<file path="src/rtl/ats_pkg.sv">
// Shared types and constants for the associative LRU key table.
`default_nettype none
package ats_pkg;

  localparam int KEY_PORT_W  = 64;
  localparam int TIME_PORT_W = 32;
  localparam int SLOT_W      = 4;

  localparam logic OP_LOOKUP = 1'b0;
  localparam logic OP_DELETE = 1'b1;

  typedef struct packed {
    logic clear;
    logic cmp;
  } scan_ctl_t;

endpackage
`default_nettype wire

</file>
<file path="src/rtl/assoc_table_lru_insert_delete.sv">
// Fully associative key table with LRU replacement by timestamp (top level).
// Each item runs a read-issue cycle, one compare per entry from the key/time memory,
//   a write-back cycle and an idle cycle; a new item is taken only in the idle state.
// A result still waiting on out_ready holds the write-back cycle.
// Reset (rst, synchronous): all valid bits clear, sequencer idle, no result.
`default_nettype none
module assoc_table_lru_insert_delete #(
  parameter int ENTRIES   = 16,
  parameter int KEY_BITS  = 64,
  parameter int TIME_BITS = 32
) (
  input  wire logic                               clk,
  input  wire logic                               rst,
  input  wire logic                               in_valid,
  output logic                                    in_ready,
  input  wire logic                               operation,
  input  wire logic [ats_pkg::KEY_PORT_W-1:0]     key,
  input  wire logic [ats_pkg::TIME_PORT_W-1:0]    now_time,
  output logic                                    out_valid,
  input  wire logic                               out_ready,
  output logic      [ats_pkg::SLOT_W-1:0]         slot,
  output logic                                    hit,
  output logic                                    evicted,
  output logic      [ats_pkg::KEY_PORT_W-1:0]     evicted_key
);

  localparam int IDX_W = $clog2(ENTRIES);
  localparam logic [IDX_W:0] LAST_CNT = (IDX_W + 1)'(ENTRIES);

  localparam logic [1:0] S_IDLE  = 2'd0;
  localparam logic [1:0] S_SCAN  = 2'd1;
  localparam logic [1:0] S_WRITE = 2'd2;

  logic [1:0]           state;
  logic [IDX_W:0]       scan_cnt;
  logic [IDX_W:0]       cnt_m1;
  logic [IDX_W-1:0]     cmp_idx;
  logic [ENTRIES-1:0]   entry_vld;
  logic                 op_q;
  logic [KEY_BITS-1:0]  key_q;
  logic [TIME_BITS-1:0] time_q;

  ats_pkg::scan_ctl_t   ctl;
  logic [KEY_BITS-1:0]  rd_key;
  logic [TIME_BITS-1:0] rd_time;
  logic                 found;
  logic [IDX_W-1:0]     match_idx;
  logic                 free_found;
  logic [IDX_W-1:0]     free_idx;
  logic [IDX_W-1:0]     min_idx;
  logic [KEY_BITS-1:0]  min_key;

  logic                 commit;
  logic                 wr_key_en;
  logic                 wr_time_en;
  logic [IDX_W-1:0]     wr_addr;
  logic [IDX_W-1:0]     pick_idx;
  logic [IDX_W+3:0]     slot_ext;
  logic [ats_pkg::KEY_PORT_W-1:0] evk_ext;
  logic                 in_xfer;

  assign in_ready = (state == S_IDLE);
  assign in_xfer  = in_valid && in_ready;
  assign cnt_m1   = scan_cnt - 1'b1;
  assign cmp_idx  = cnt_m1[IDX_W-1:0];
  assign ctl.clear = in_xfer;
  assign ctl.cmp   = (state == S_SCAN) && (scan_cnt != '0);
  assign commit    = (state == S_WRITE) && (!out_valid || out_ready);
  assign pick_idx  = free_found ? free_idx : min_idx;

  always_comb begin
    wr_key_en  = 1'b0;
    wr_time_en = 1'b0;
    wr_addr    = pick_idx;
    if (commit && op_q == ats_pkg::OP_LOOKUP) begin
      if (found) begin
        wr_time_en = 1'b1;
        wr_addr    = match_idx;
      end else begin
        wr_key_en  = 1'b1;
        wr_time_en = 1'b1;
      end
    end
    slot_ext = '0;
    if (found) begin
      slot_ext[IDX_W-1:0] = match_idx;
    end else if (op_q == ats_pkg::OP_LOOKUP) begin
      slot_ext[IDX_W-1:0] = pick_idx;
    end
    evk_ext = '0;
    evk_ext[KEY_BITS-1:0] = min_key;
  end

  ats_store #(
    .ENTRIES   (ENTRIES),
    .KEY_BITS  (KEY_BITS),
    .TIME_BITS (TIME_BITS),
    .IDX_W     (IDX_W)
  ) u_store (
    .clk        (clk),
    .rd_addr    (scan_cnt[IDX_W-1:0]),
    .rd_key     (rd_key),
    .rd_time    (rd_time),
    .wr_key_en  (wr_key_en),
    .wr_time_en (wr_time_en),
    .wr_addr    (wr_addr),
    .wr_key     (key_q),
    .wr_time    (time_q)
  );

  ats_scan #(
    .KEY_BITS  (KEY_BITS),
    .TIME_BITS (TIME_BITS),
    .IDX_W     (IDX_W)
  ) u_scan (
    .clk        (clk),
    .rst        (rst),
    .ctl        (ctl),
    .cmp_idx    (cmp_idx),
    .cmp_vld    (entry_vld[cmp_idx]),
    .rd_key     (rd_key),
    .rd_time    (rd_time),
    .key_q      (key_q),
    .found      (found),
    .match_idx  (match_idx),
    .free_found (free_found),
    .free_idx   (free_idx),
    .min_idx    (min_idx),
    .min_key    (min_key)
  );

  always_ff @(posedge clk) begin
    if (rst) begin
      state     <= S_IDLE;
      scan_cnt  <= '0;
      entry_vld <= '0;
      out_valid <= 1'b0;
    end else begin
      if (out_valid && out_ready && !commit) begin
        out_valid <= 1'b0;
      end
      case (state)
        S_IDLE: begin
          if (in_xfer) begin
            op_q     <= operation;
            key_q    <= key[KEY_BITS-1:0];
            time_q   <= now_time[TIME_BITS-1:0];
            scan_cnt <= '0;
            state    <= S_SCAN;
          end
        end
        S_SCAN: begin
          scan_cnt <= scan_cnt + 1'b1;
          if (scan_cnt == LAST_CNT) begin
            state <= S_WRITE;
          end
        end
        S_WRITE: begin
          if (commit) begin
            if (op_q == ats_pkg::OP_DELETE) begin
              if (found) begin
                entry_vld[match_idx] <= 1'b0;
              end
            end else if (!found) begin
              entry_vld[pick_idx] <= 1'b1;
            end
            out_valid <= 1'b1;
            slot      <= slot_ext[ats_pkg::SLOT_W-1:0];
            hit       <= found;
            evicted   <= (op_q == ats_pkg::OP_LOOKUP) && !found && !free_found;
            evicted_key <= ((op_q == ats_pkg::OP_LOOKUP) && !found && !free_found) ?
                           evk_ext : '0;
            state     <= S_IDLE;
          end
        end
        default: begin
          state <= S_IDLE;
        end
      endcase
    end
  end

endmodule
`default_nettype wire

</file>
<file path="src/rtl/ats_store.sv">
// Key and timestamp memories: one write port, one registered read port.
`default_nettype none
module ats_store #(
  parameter int ENTRIES   = 16,
  parameter int KEY_BITS  = 64,
  parameter int TIME_BITS = 32,
  parameter int IDX_W     = 4
) (
  input  wire logic                 clk,
  input  wire logic [IDX_W-1:0]     rd_addr,
  output logic      [KEY_BITS-1:0]  rd_key,
  output logic      [TIME_BITS-1:0] rd_time,
  input  wire logic                 wr_key_en,
  input  wire logic                 wr_time_en,
  input  wire logic [IDX_W-1:0]     wr_addr,
  input  wire logic [KEY_BITS-1:0]  wr_key,
  input  wire logic [TIME_BITS-1:0] wr_time
);

  logic [KEY_BITS-1:0]  key_mem  [ENTRIES];
  logic [TIME_BITS-1:0] time_mem [ENTRIES];

  always_ff @(posedge clk) begin
    if (wr_key_en) begin
      key_mem[wr_addr] <= wr_key;
    end
    if (wr_time_en) begin
      time_mem[wr_addr] <= wr_time;
    end
    rd_key  <= key_mem[rd_addr];
    rd_time <= time_mem[rd_addr];
  end

endmodule
`default_nettype wire

</file>
<file path="src/rtl/ats_scan.sv">
// Scan tracker: first key match, lowest free slot and oldest valid entry.
`default_nettype none
module ats_scan #(
  parameter int KEY_BITS  = 64,
  parameter int TIME_BITS = 32,
  parameter int IDX_W     = 4
) (
  input  wire logic                 clk,
  input  wire logic                 rst,
  input  wire ats_pkg::scan_ctl_t   ctl,
  input  wire logic [IDX_W-1:0]     cmp_idx,
  input  wire logic                 cmp_vld,
  input  wire logic [KEY_BITS-1:0]  rd_key,
  input  wire logic [TIME_BITS-1:0] rd_time,
  input  wire logic [KEY_BITS-1:0]  key_q,
  output logic                      found,
  output logic      [IDX_W-1:0]     match_idx,
  output logic                      free_found,
  output logic      [IDX_W-1:0]     free_idx,
  output logic      [IDX_W-1:0]     min_idx,
  output logic      [KEY_BITS-1:0]  min_key
);

  logic                 min_set;
  logic [TIME_BITS-1:0] min_time;

  always_ff @(posedge clk) begin
    if (rst || ctl.clear) begin
      found      <= 1'b0;
      free_found <= 1'b0;
      min_set    <= 1'b0;
    end else if (ctl.cmp) begin
      if (cmp_vld && !found && rd_key == key_q) begin
        found     <= 1'b1;
        match_idx <= cmp_idx;
      end
      if (!cmp_vld && !free_found) begin
        free_found <= 1'b1;
        free_idx   <= cmp_idx;
      end
      if (cmp_vld && (!min_set || rd_time < min_time)) begin
        min_set  <= 1'b1;
        min_time <= rd_time;
        min_idx  <= cmp_idx;
        min_key  <= rd_key;
      end
    end
  end

endmodule
`default_nettype wire

</file>
<file path="config.mk">
export PLATFORM = sky130hd
export DESIGN_NAME = assoc_table_lru_insert_delete
export DESIGN_NICKNAME = d
export VERILOG_FILES = /design/src/rtl/ats_pkg.sv /design/src/rtl/assoc_table_lru_insert_delete.sv /design/src/rtl/ats_store.sv /design/src/rtl/ats_scan.sv
export SDC_FILE = /design/constraint.sdc
export NUM_CORES = 2
export LEC_CHECK = 0
export BUFFER_PORTS_ARGS = -buffer_cell sky130_fd_sc_hd__clkbuf_2
export CORE_AREA = 2 2 456 458
export CTS_CLUSTER_SIZE = 12
export DETAILED_ROUTE_END_ITERATION = 7
export DIE_AREA = 0 0 458 460
export PLACE_DENSITY = 0.57
export SKIP_LAST_GASP = 1
export SYNTH_ARGS = -nofsm -noshare
export SYNTH_HDL_FRONTEND = slang
export SYNTH_HIERARCHICAL = 1
export SYNTH_SLANG_ARGS = --single-unit
</file>
<file path="constraint.sdc">
create_clock -name clk -period 10.7 [get_ports clk]
set_input_delay 0.535 -clock clk [delete_from_list [all_inputs] [get_ports clk]]
set_output_delay 0.535 -clock clk [all_outputs]
set_load 0.05 [all_outputs]
</file>
=== After elaboration in Yosys (flattened, before gate mapping) ===
Memories as Yosys holds them, arrays and structs flattened. A register that Yosys moved wholly into a read port is not among the register bits.
Cells that the tools add are included.

* $add $sub $neg: 2
* Order comparisons: 6
* Equal/unequal tests: 9
* Mux-type cells: 30
* Bitwise operators: 6
* Reduce and logical (&&, ||, !) cells: 37

{| class="wikitable"
|+ Operators with widths
! cell !! count
|-
| 64-bit == test || 1
|-
| 16-bit two-way mux || 3
|-
| 32-bit less-than comparator || 1
|-
| 4-bit two-way mux || 5
|-
| 3-bit AND reduction || 6
|-
| 16-bit AND || 1
|-
| 16-bit NOT || 1
|-
| 16-bit bitwise OR || 1
|-
| 4-bit by 5-bit less-than comparator with 1-bit output (second input constant) || 3
|-
| 1-bit logical AND || 14
|-
| 1-bit two-way mux || 13
|-
| 5-bit case mux with 2 select lines || 1
|-
| 1-bit demux with 4-bit select || 2
|-
| 4-bit by 1-bit greater-or-equal comparator with 1-bit output (second input constant) || 2
|-
| 2-bit AND reduction || 4
|-
| 1-bit logical NOT || 6
|-
| 2-bit two-way mux || 3
|-
| 2-bit by 1-bit != test with 1-bit output (second input constant) || 3
|-
| 2-bit case mux with 3 select lines || 1
|-
| 5-bit by 1-bit adder with 5-bit output (second input constant) || 1
|-
| 5-bit == test (second input constant) || 1
|-
| 5-bit two-way mux || 1
|-
| 5-bit nonzero test || 1
|-
| 1-bit binary-select mux with 4-bit select || 1
|-
| 9 further kinds || 14
|}

* Register bits after elaboration: 302
* RAM bits: 1536
* Input port bits: 101
* Output and inout port bits: 72
* Word-level logic and storage cells: 111
* Memories: 2

{| class="wikitable"
|+ Memory list
! name !! words !! bits a word !! rd ports !! clocked after memory_dff !! write ports !! RTL line !! source
|-
| u_store.key_mem || 16 || 64 || 1 || 1 || 1 || ats_store.sv:20 || <nowiki>logic [KEY_BITS-1:0] key_mem [ENTRIES];</nowiki>
|-
| u_store.time_mem || 16 || 32 || 1 || 1 || 1 || ats_store.sv:21 || <nowiki>logic [TIME_BITS-1:0] time_mem [ENTRIES];</nowiki>
|}

=== Longest topological paths before layout ===
* Depth in word-level cells: 8
* Depth in mapped cells: 12
* Mapped depth without buffers: 11

=== Modules after synthesis ===
Netlist, hierarchy kept.

{| class="wikitable"
|+ Modules (own cells, without submodules)
! module !! times used !! cells an instance !! area each (sq um) !! sequential area each (sq um)
|-
| ats_store || 1 || 2485 || 59449.5 || 48046.1
|-
| assoc_table_lru_insert_delete || 1 || 423 || 7129.3 || 5495.3
|-
| ats_scan || 1 || 338 || 4966.0 || 3303.2
|}

=== Worst setup path before layout ===
Ideal clock, no wire load.

* Path type: register -> register
* Start point: reg scan_cnt[0]
* End point: reg u_scan.min_idx[0], enable pin
* Library setup time: 0.592 ns
* Arrival time: 6.852 ns
* Required time: 10.108 ns
* Path slack: 3.256 ns
* Cell stages (with the launch flop): 11
* Buffers on the path: 1
* Period minus slack after synthesis: 7.444 ns
* Cell sequence: dfxtp_1 > buf_6 > inv_1 > ha_1 > inv_1 > mux4_2 > nand2_1 > a31oi_1 > and4bb_1 > o221ai_1 > a21oi_1

* Word-level cells in the longest chain between the ends: 5
* Elaborated cells between the ends (all ways): 7
* Classes of those cells: 1 x add/sub; 2 x mux; 4 x reduce/logical

{| class="wikitable"
|+ Ends and longest elaborated chain
! what !! RTL line !! source
|-
| start, declared || assoc_table_lru_insert_delete.sv:35 || <nowiki>logic [IDX_W:0] scan_cnt;</nowiki>
|-
| start signal, assigned || assoc_table_lru_insert_delete.sv:153 || <nowiki>scan_cnt <= scan_cnt + 1'b1;</nowiki>
|-
| 4-bit by 1-bit subtractor with 4-bit output || assoc_table_lru_insert_delete.sv:64 || <nowiki>assign cnt_m1 = scan_cnt - 1'b1;</nowiki>
|-
| named net cnt_m1[0] || assoc_table_lru_insert_delete.sv:36 || <nowiki>logic [IDX_W:0] cnt_m1;</nowiki>
|-
| 1-bit binary-select mux with 4-bit select || assoc_table_lru_insert_delete.sv:120 || <nowiki>.cmp_vld (entry_vld[cmp_idx]),</nowiki>
|-
| 1-bit two-way mux (implied by the code) || assoc_table_lru_insert_delete.sv:120 ||
|-
| 1-bit logical AND || ats_scan.sv:41 || <nowiki>if (cmp_vld && (!min_set || rd_time < min_time)) begin</nowiki>
|-
| 3-bit AND reduction (no source line) || n/a ||
|-
| end signal, assigned || ats_scan.sv:44 || <nowiki>min_idx <= cmp_idx;</nowiki>
|-
| end, declared || ats_scan.sv:20 || <nowiki>output logic [IDX_W-1:0] min_idx,</nowiki>
|}

The timed path passes the listed nets, and every way through them passes these cells. The select of a mux whose other input is x is not followed.
A chain may end at the register's enable or synchronous reset.

=== Worst setup path after layout ===
* Start point: reg scan_cnt[0]
* End point: reg u_scan.min_key[43], enable pin

* Word-level cells in the longest chain between the ends: 5
* Elaborated cells between the ends (all ways): 7
* Classes of those cells: 1 x add/sub; 2 x mux; 4 x reduce/logical

{| class="wikitable"
|+ Ends and longest elaborated chain
! what !! RTL line !! source
|-
| 4-bit by 1-bit subtractor with 4-bit output || assoc_table_lru_insert_delete.sv:64 ||
|-
| named net cnt_m1[0] || assoc_table_lru_insert_delete.sv:36 ||
|-
| 1-bit binary-select mux with 4-bit select || assoc_table_lru_insert_delete.sv:120 ||
|-
| 1-bit two-way mux (implied by the code) || assoc_table_lru_insert_delete.sv:120 ||
|-
| 1-bit logical AND || ats_scan.sv:41 ||
|-
| 3-bit AND reduction (no source line) || n/a ||
|-
| end signal, assigned || ats_scan.sv:45 || <nowiki>min_key <= rd_key;</nowiki>
|-
| end, declared || ats_scan.sv:21 || <nowiki>output logic [KEY_BITS-1:0] min_key</nowiki>
|}

The timed path passes the listed nets, and every way through them passes these cells. The select of a mux whose other input is x is not followed.

==> metrics.txt <==
# TYPE chip_impl_metric gauge
chip_impl_metric{name="number_of_antenna_violations_at_the_first_check_in_global_routing",unit=""} 9
chip_impl_metric{name="routed_wl",unit="mm"} 174
chip_impl_info{name="hp-class",value="in2reg"} 1
chip_impl_metric{name="design.portCount",unit=""} 173
chip_impl_metric{name="drc",unit=""} 0
chip_impl_metric{name="post_synthesis_async_set_or_reset_flop_share",unit=""} 0
chip_impl_metric{name="leakagePower",unit="nW"} 25.9
chip_impl_metric{name="clk_latency",unit="ns"} 0.85
chip_impl_metric{name="post_placement_worst_setup_slack",unit="ns"} 6.01
chip_impl_metric{name="die_y_extent",unit="µm"} 460
chip_impl_metric{name="mappedNetlistArea",unit="µm²"} 71500
chip_impl_metric{name="combPwrFrac",unit=""} 0.033
chip_impl_metric{name="clkPwrFrac",unit=""} 0.428
chip_impl_metric{name="core-area",unit="µm²"} 206000
chip_impl_metric{name="postSynthRegisterBits",unit=""} 1934
chip_impl_metric{name="crit_path_arrival_time",unit="ns"} 4.97
chip_impl_metric{name="detail_route.wl_per_cell",unit="µm"} 26.8
chip_impl_metric{name="finish.net_count",unit=""} 3764
chip_impl_info{name="rsz_0062_raised_after_global_routing",value="no"} 1
chip_impl_metric{name="slew_headroom",unit=""} 0.231
chip_impl_metric{name="power.density",unit="nW/µm²"} 187
chip_impl_metric{name="tns",unit="ns"} 0
chip_impl_info{name="worstSetupStartpointType",value="flop"} 1
chip_impl_metric{name="share_seq_of_total_power",unit=""} 0.540
chip_impl_info{name="cts.root.buffer_cell",value="sky130_fd_sc_hd__clkbuf_16"} 1
chip_impl_metric{name="cts.htree.levels",unit=""} 4
chip_impl_metric{name="die_width",unit="µm"} 458
chip_impl_metric{name="clk_pin_slew_worst_paths",unit="ns"} 0.06
chip_impl_metric{name="power_report.internal_total",unit="mW"} 12.3
chip_impl_metric{name="critPathMaxStageDelay",unit="ns"} 0.80
chip_impl_metric{name="final.min_clock_period",unit="ns"} 4.56
chip_impl_metric{name="cts_max_path_buffers",unit=""} 3
chip_impl_metric{name="grt_usage",unit=""} 0.164
chip_impl_metric{name="max_freq",unit="GHz"} 0.219
chip_impl_metric{name="final.setup.worst_slack",unit="ns"} 6.14
chip_impl_metric{name="drt_pass1_iterations",unit=""} 5
chip_impl_info{name="cts_tree",value="built"} 1
chip_impl_metric{name="layout-area-overhead-vs-synth",unit="%"} 16.1
chip_impl_metric{name="grt_pass1_wl",unit="mm"} 251
chip_impl_metric{name="worst_slew_pin_slew",unit="ns"} 1.15
chip_impl_metric{name="first_global_vias",unit=""} 35000
chip_impl_metric{name="start_util",unit=""} 0.347
chip_impl_metric{name="placement.cell_area",unit="µm²"} 75800
chip_impl_metric{name="report.power.total",unit="mW"} 15.5
chip_impl_metric{name="switching_fraction",unit=""} 0.206
chip_impl_info{name="worst_setup_path_type",value="reg2reg"} 1
chip_impl_metric{name="globalplace.congestion",unit=""} 0.780
chip_impl_metric{name="finalHoldViolations",unit=""} 0
chip_impl_metric{name="power.switching",unit="mW"} 3.20
chip_impl_metric{name="synth_nets",unit=""} 3382
chip_impl_metric{name="detailroute.via_count",unit=""} 33700
chip_impl_metric{name="synthesis.instances",unit=""} 3246
chip_impl_info{name="crit_slowest_cell",value="sky130_fd_sc_hd__buf_4"} 1
chip_impl_metric{name="ys_seq_area_frac",unit=""} 0.795
chip_impl_metric{name="maximum_number_of_pins_on_one_net_before_global_route_repair",unit=""} 125
chip_impl_info{name="path_common_cell",value="sky130_fd_sc_hd__inv_1"} 1
chip_impl_metric{name="route.antenna.remaining_nets",unit=""} 0
chip_impl_metric{name="hold-worst-slack",unit="ns"} 0.160
chip_impl_metric{name="place.port_buffers",unit=""} 172
chip_impl_metric{name="synth.distinct_cells",unit=""} 73
chip_impl_metric{name="dp_hpwl",unit="mm"} 94.9
chip_impl_metric{name="detailedRoute.firstIterationViolations",unit=""} 3236
chip_impl_metric{name="timing.final.crit_share",unit=""} 0.426
chip_impl_metric{name="max_cap_viol_count",unit=""} 0
chip_impl_metric{name="placement_rows",unit=""} 167
chip_impl_metric{name="cts_made_buffers",unit=""} 195
chip_impl_metric{name="setup_violations",unit=""} 0
chip_impl_metric{name="clock_skew",unit="ns"} 0.0573
chip_impl_metric{name="required",unit="ns"} 11.11
chip_impl_metric{name="final_layout_size_suffix_gt1_frac",unit=""} 0.253
chip_impl_info{name="status",value="complete, no violations"} 1
chip_impl_metric{name="grt-ovfl-total",unit=""} 0
chip_impl_metric{name="syn_area_cell",unit="µm²"} 22.0
chip_impl_metric{name="synth-edff-count",unit=""} 1811
chip_impl_metric{name="clkSinkCount",unit=""} 1934
chip_impl_metric{name="dieArea",unit="µm²"} 211000
chip_impl_info{name="ordered_cell_list_for_the_critical_path",value="inv_1, ha_1, inv_1, mux4_2, nand2_1, a31oi_1, and4bb_1, o221ai_1, a21oi_4, buf_4"} 1
chip_impl_metric{name="timing_max_transition_violations_final",unit=""} 0
chip_impl_metric{name="critPathMaxFanout",unit=""} 56
chip_impl_metric{name="worst_ir_drop_vdd",unit="V"} 0.000178
chip_impl_metric{name="final_area",unit="µm²"} 83100
chip_impl_info{name="critPathCaptureType",value="flop"} 1
chip_impl_metric{name="ys.warnings.count",unit=""} 6
chip_impl_info{name="synth_flop_cell",value="sky130_fd_sc_hd__edfxtp_1"} 1
chip_impl_metric{name="post_drt_via_cell_ratio",unit=""} 5.18
-- flip-flops by register name, summed over array words and instances (netlist names) --
| register | flops |
|---|---|
| u_store/time_mem | 512 |
| u_scan/min_key | 64 |
| u_scan/found | 1 |
| u_scan/min_time | 32 |
| entry_vld | 16 |
| time_q | 32 |
| u_store/rd_time | 32 |
| slot | 4 |
| key_q | 64 |
| scan_cnt | 5 |
| evicted | 1 |
| u_scan/free_found | 1 |
| state | 2 |
| evicted_key | 64 |
| u_scan/min_set | 1 |
| u_store/rd_key | 64 |
| u_store/key_mem | 1024 |
| hit | 1 |
| u_scan/min_idx | 4 |
| u_scan/free_idx | 4 |
| op_q | 1 |
| out_valid | 1 |
| u_scan/match_idx | 4 |
-- stage by stage --
| step | utilization | instances |
|---|---|---|
| after floorplan | - | 3246 |
| after global placement | 0.368 | 6039 |
| after detailed placement | 0.368 | 6039 |
| after CTS | 0.403 | 6499 |
| after global routing | 0.403 | 6501 |
| final | 0.403 | 6501 |
-- worst paths after layout --
path	start	slack, ns	cells after the start	endpoint
setup / recovery	scan_cnt[0]$_SDFFE_PP0P_	6.14	10	u_scan/min_key[43]$_DFFE_PP_
hold / removal	out_ready	0.16	3	out_valid$_SDFF_PP0_
setup reg to reg	scan_cnt[0]$_SDFFE_PP0P_	6.14	10	u_scan/min_key[43]$_DFFE_PP_
hold reg to reg	u_store/rd_time[17]$_DFF_P_	0.43	0	u_scan/min_time[17]$_DFFE_PP_
-- layout by cell type (no fill, tap or decap), types with 46 or more instances in the layout --
master / count
sky130_fd_sc_hd__dlygate4sd3_1: 96
sky130_fd_sc_hd__clkbuf_16: 197
sky130_fd_sc_hd__xnor2_1: 46
sky130_fd_sc_hd__a22oi_1: 197
sky130_fd_sc_hd__mux4_2: 388
sky130_fd_sc_hd__edfxtp_1: 1811
sky130_fd_sc_hd__buf_4: 64
sky130_fd_sc_hd__inv_1: 55
sky130_fd_sc_hd__and2_1: 66
sky130_fd_sc_hd__dfxtp_1: 121
sky130_fd_sc_hd__clkbuf_1: 91
sky130_fd_sc_hd__nand2_1: 123
sky130_fd_sc_hd__clkbuf_2: 172
-- Yosys cell counts (3+ instances only) --
master                        n  area share
sky130_fd_sc_hd__edfxtp_1  1811        0.76
sky130_fd_sc_hd__mux4_2     388        0.12
sky130_fd_sc_hd__a22oi_1    197       0.021
sky130_fd_sc_hd__dfxtp_1    123       0.034
sky130_fd_sc_hd__nand2_1    123      0.0065
sky130_fd_sc_hd__and2_1      67      0.0059
sky130_fd_sc_hd__clkbuf_1    61      0.0032
sky130_fd_sc_hd__inv_1       55      0.0029
sky130_fd_sc_hd__nor2_1      54      0.0028
sky130_fd_sc_hd__xnor2_1     46      0.0056
sky130_fd_sc_hd__ha_1        35      0.0061
sky130_fd_sc_hd__buf_1       33      0.0017
sky130_fd_sc_hd__buf_6       24      0.0038
sky130_fd_sc_hd__buf_4       20      0.0021
sky130_fd_sc_hd__a21oi_1     19      0.0013
sky130_fd_sc_hd__nand4_1     17      0.0015
sky130_fd_sc_hd__o21ai_0     13     0.00091
sky130_fd_sc_hd__buf_2       12     0.00084
sky130_fd_sc_hd__nor2b_1     11     0.00096
sky130_fd_sc_hd__nand2b_1    10     0.00087
sky130_fd_sc_hd__nor3_1       9     0.00063
sky130_fd_sc_hd__a31oi_1      8     0.00070
sky130_fd_sc_hd__nand3_1      8     0.00056
sky130_fd_sc_hd__xor2_1       8     0.00098
sky130_fd_sc_hd__and4_1       6     0.00073
sky130_fd_sc_hd__mux2_2       6     0.00094
sky130_fd_sc_hd__a211oi_1     5     0.00052
sky130_fd_sc_hd__a21o_1       4     0.00042
sky130_fd_sc_hd__a311oi_1     4     0.00049
sky130_fd_sc_hd__nor4_1       4     0.00035
sky130_fd_sc_hd__and2b_2      3     0.00037
sky130_fd_sc_hd__o211ai_1     3     0.00031
sky130_fd_sc_hd__o22ai_1      3     0.00026
sky130_fd_sc_hd__o32ai_1      3     0.00037
-- routing by layer --
metal | track usage | up-vias | share of wire
li1 | - | 14200 | -
met1 | 0.229 | 18100 | 0.44
met2 | 0.265 | 1073 | 0.48
met3 | 0.0306 | 215 | 0.059
met4 | 0.0421 | 4 | 0.020
met5 | 0 | - | 0.00012
-- power groups by stage --
stage / Sequential, mW / Clock [mW] / Combinational (mW)
after floorplan: 8.48 / 0 / 0.369
after global placement: 8.53 / 0 / 0.489
after detailed placement: 8.53 / 0 / 0.490
after CTS: 8.37 / 6.78 / 0.520
after global routing: 8.38 / 7.08 / 0.549
final: 8.37 / 6.63 / 0.508
-- logic make-up (layout without fill, tap and decap cells) --
logic type	count (synthesis)	in the layout	share of synthesized area
other cells	0	2	0
mux	397	397	0.124
xor+xnor	55	55	0.00700
simple gates	338	338	0.0250
buf+inv	205	754	0.0145
flops	1934	1934	0.795
fa+ha+maj	35	35	0.00612
compound gates	282	282	0.0292
-- cell type report --
cell class / count / area (µm²)
fill: 18100 / 123000
sequential: 1934 / 56900
multi-input combinational: 1107 / 14000
clock buffer: 323 / 5750
tap: 2704 / 3380
timing repair buffer: 335 / 2360
clock inverter: 41 / 554
inverter: 55 / 206
antenna: 2 / 5.00
-- what timing repair did --
action,CTS,global route
hold buffers,96,0
buffers inserted,0,0
resized for setup,0,0
hold endpoints to repair,96,0
-- critical path, delay by kind of cell (launching register included) --
family,cells,cell delay (ns)
mux,1,0.35
simple gates,2,0.46
compound gates,3,0.78
buf+inv,3,1.25
fa+ha+maj,1,0.46
flops,1,0.79
Power figures use the tool's default switching activity.
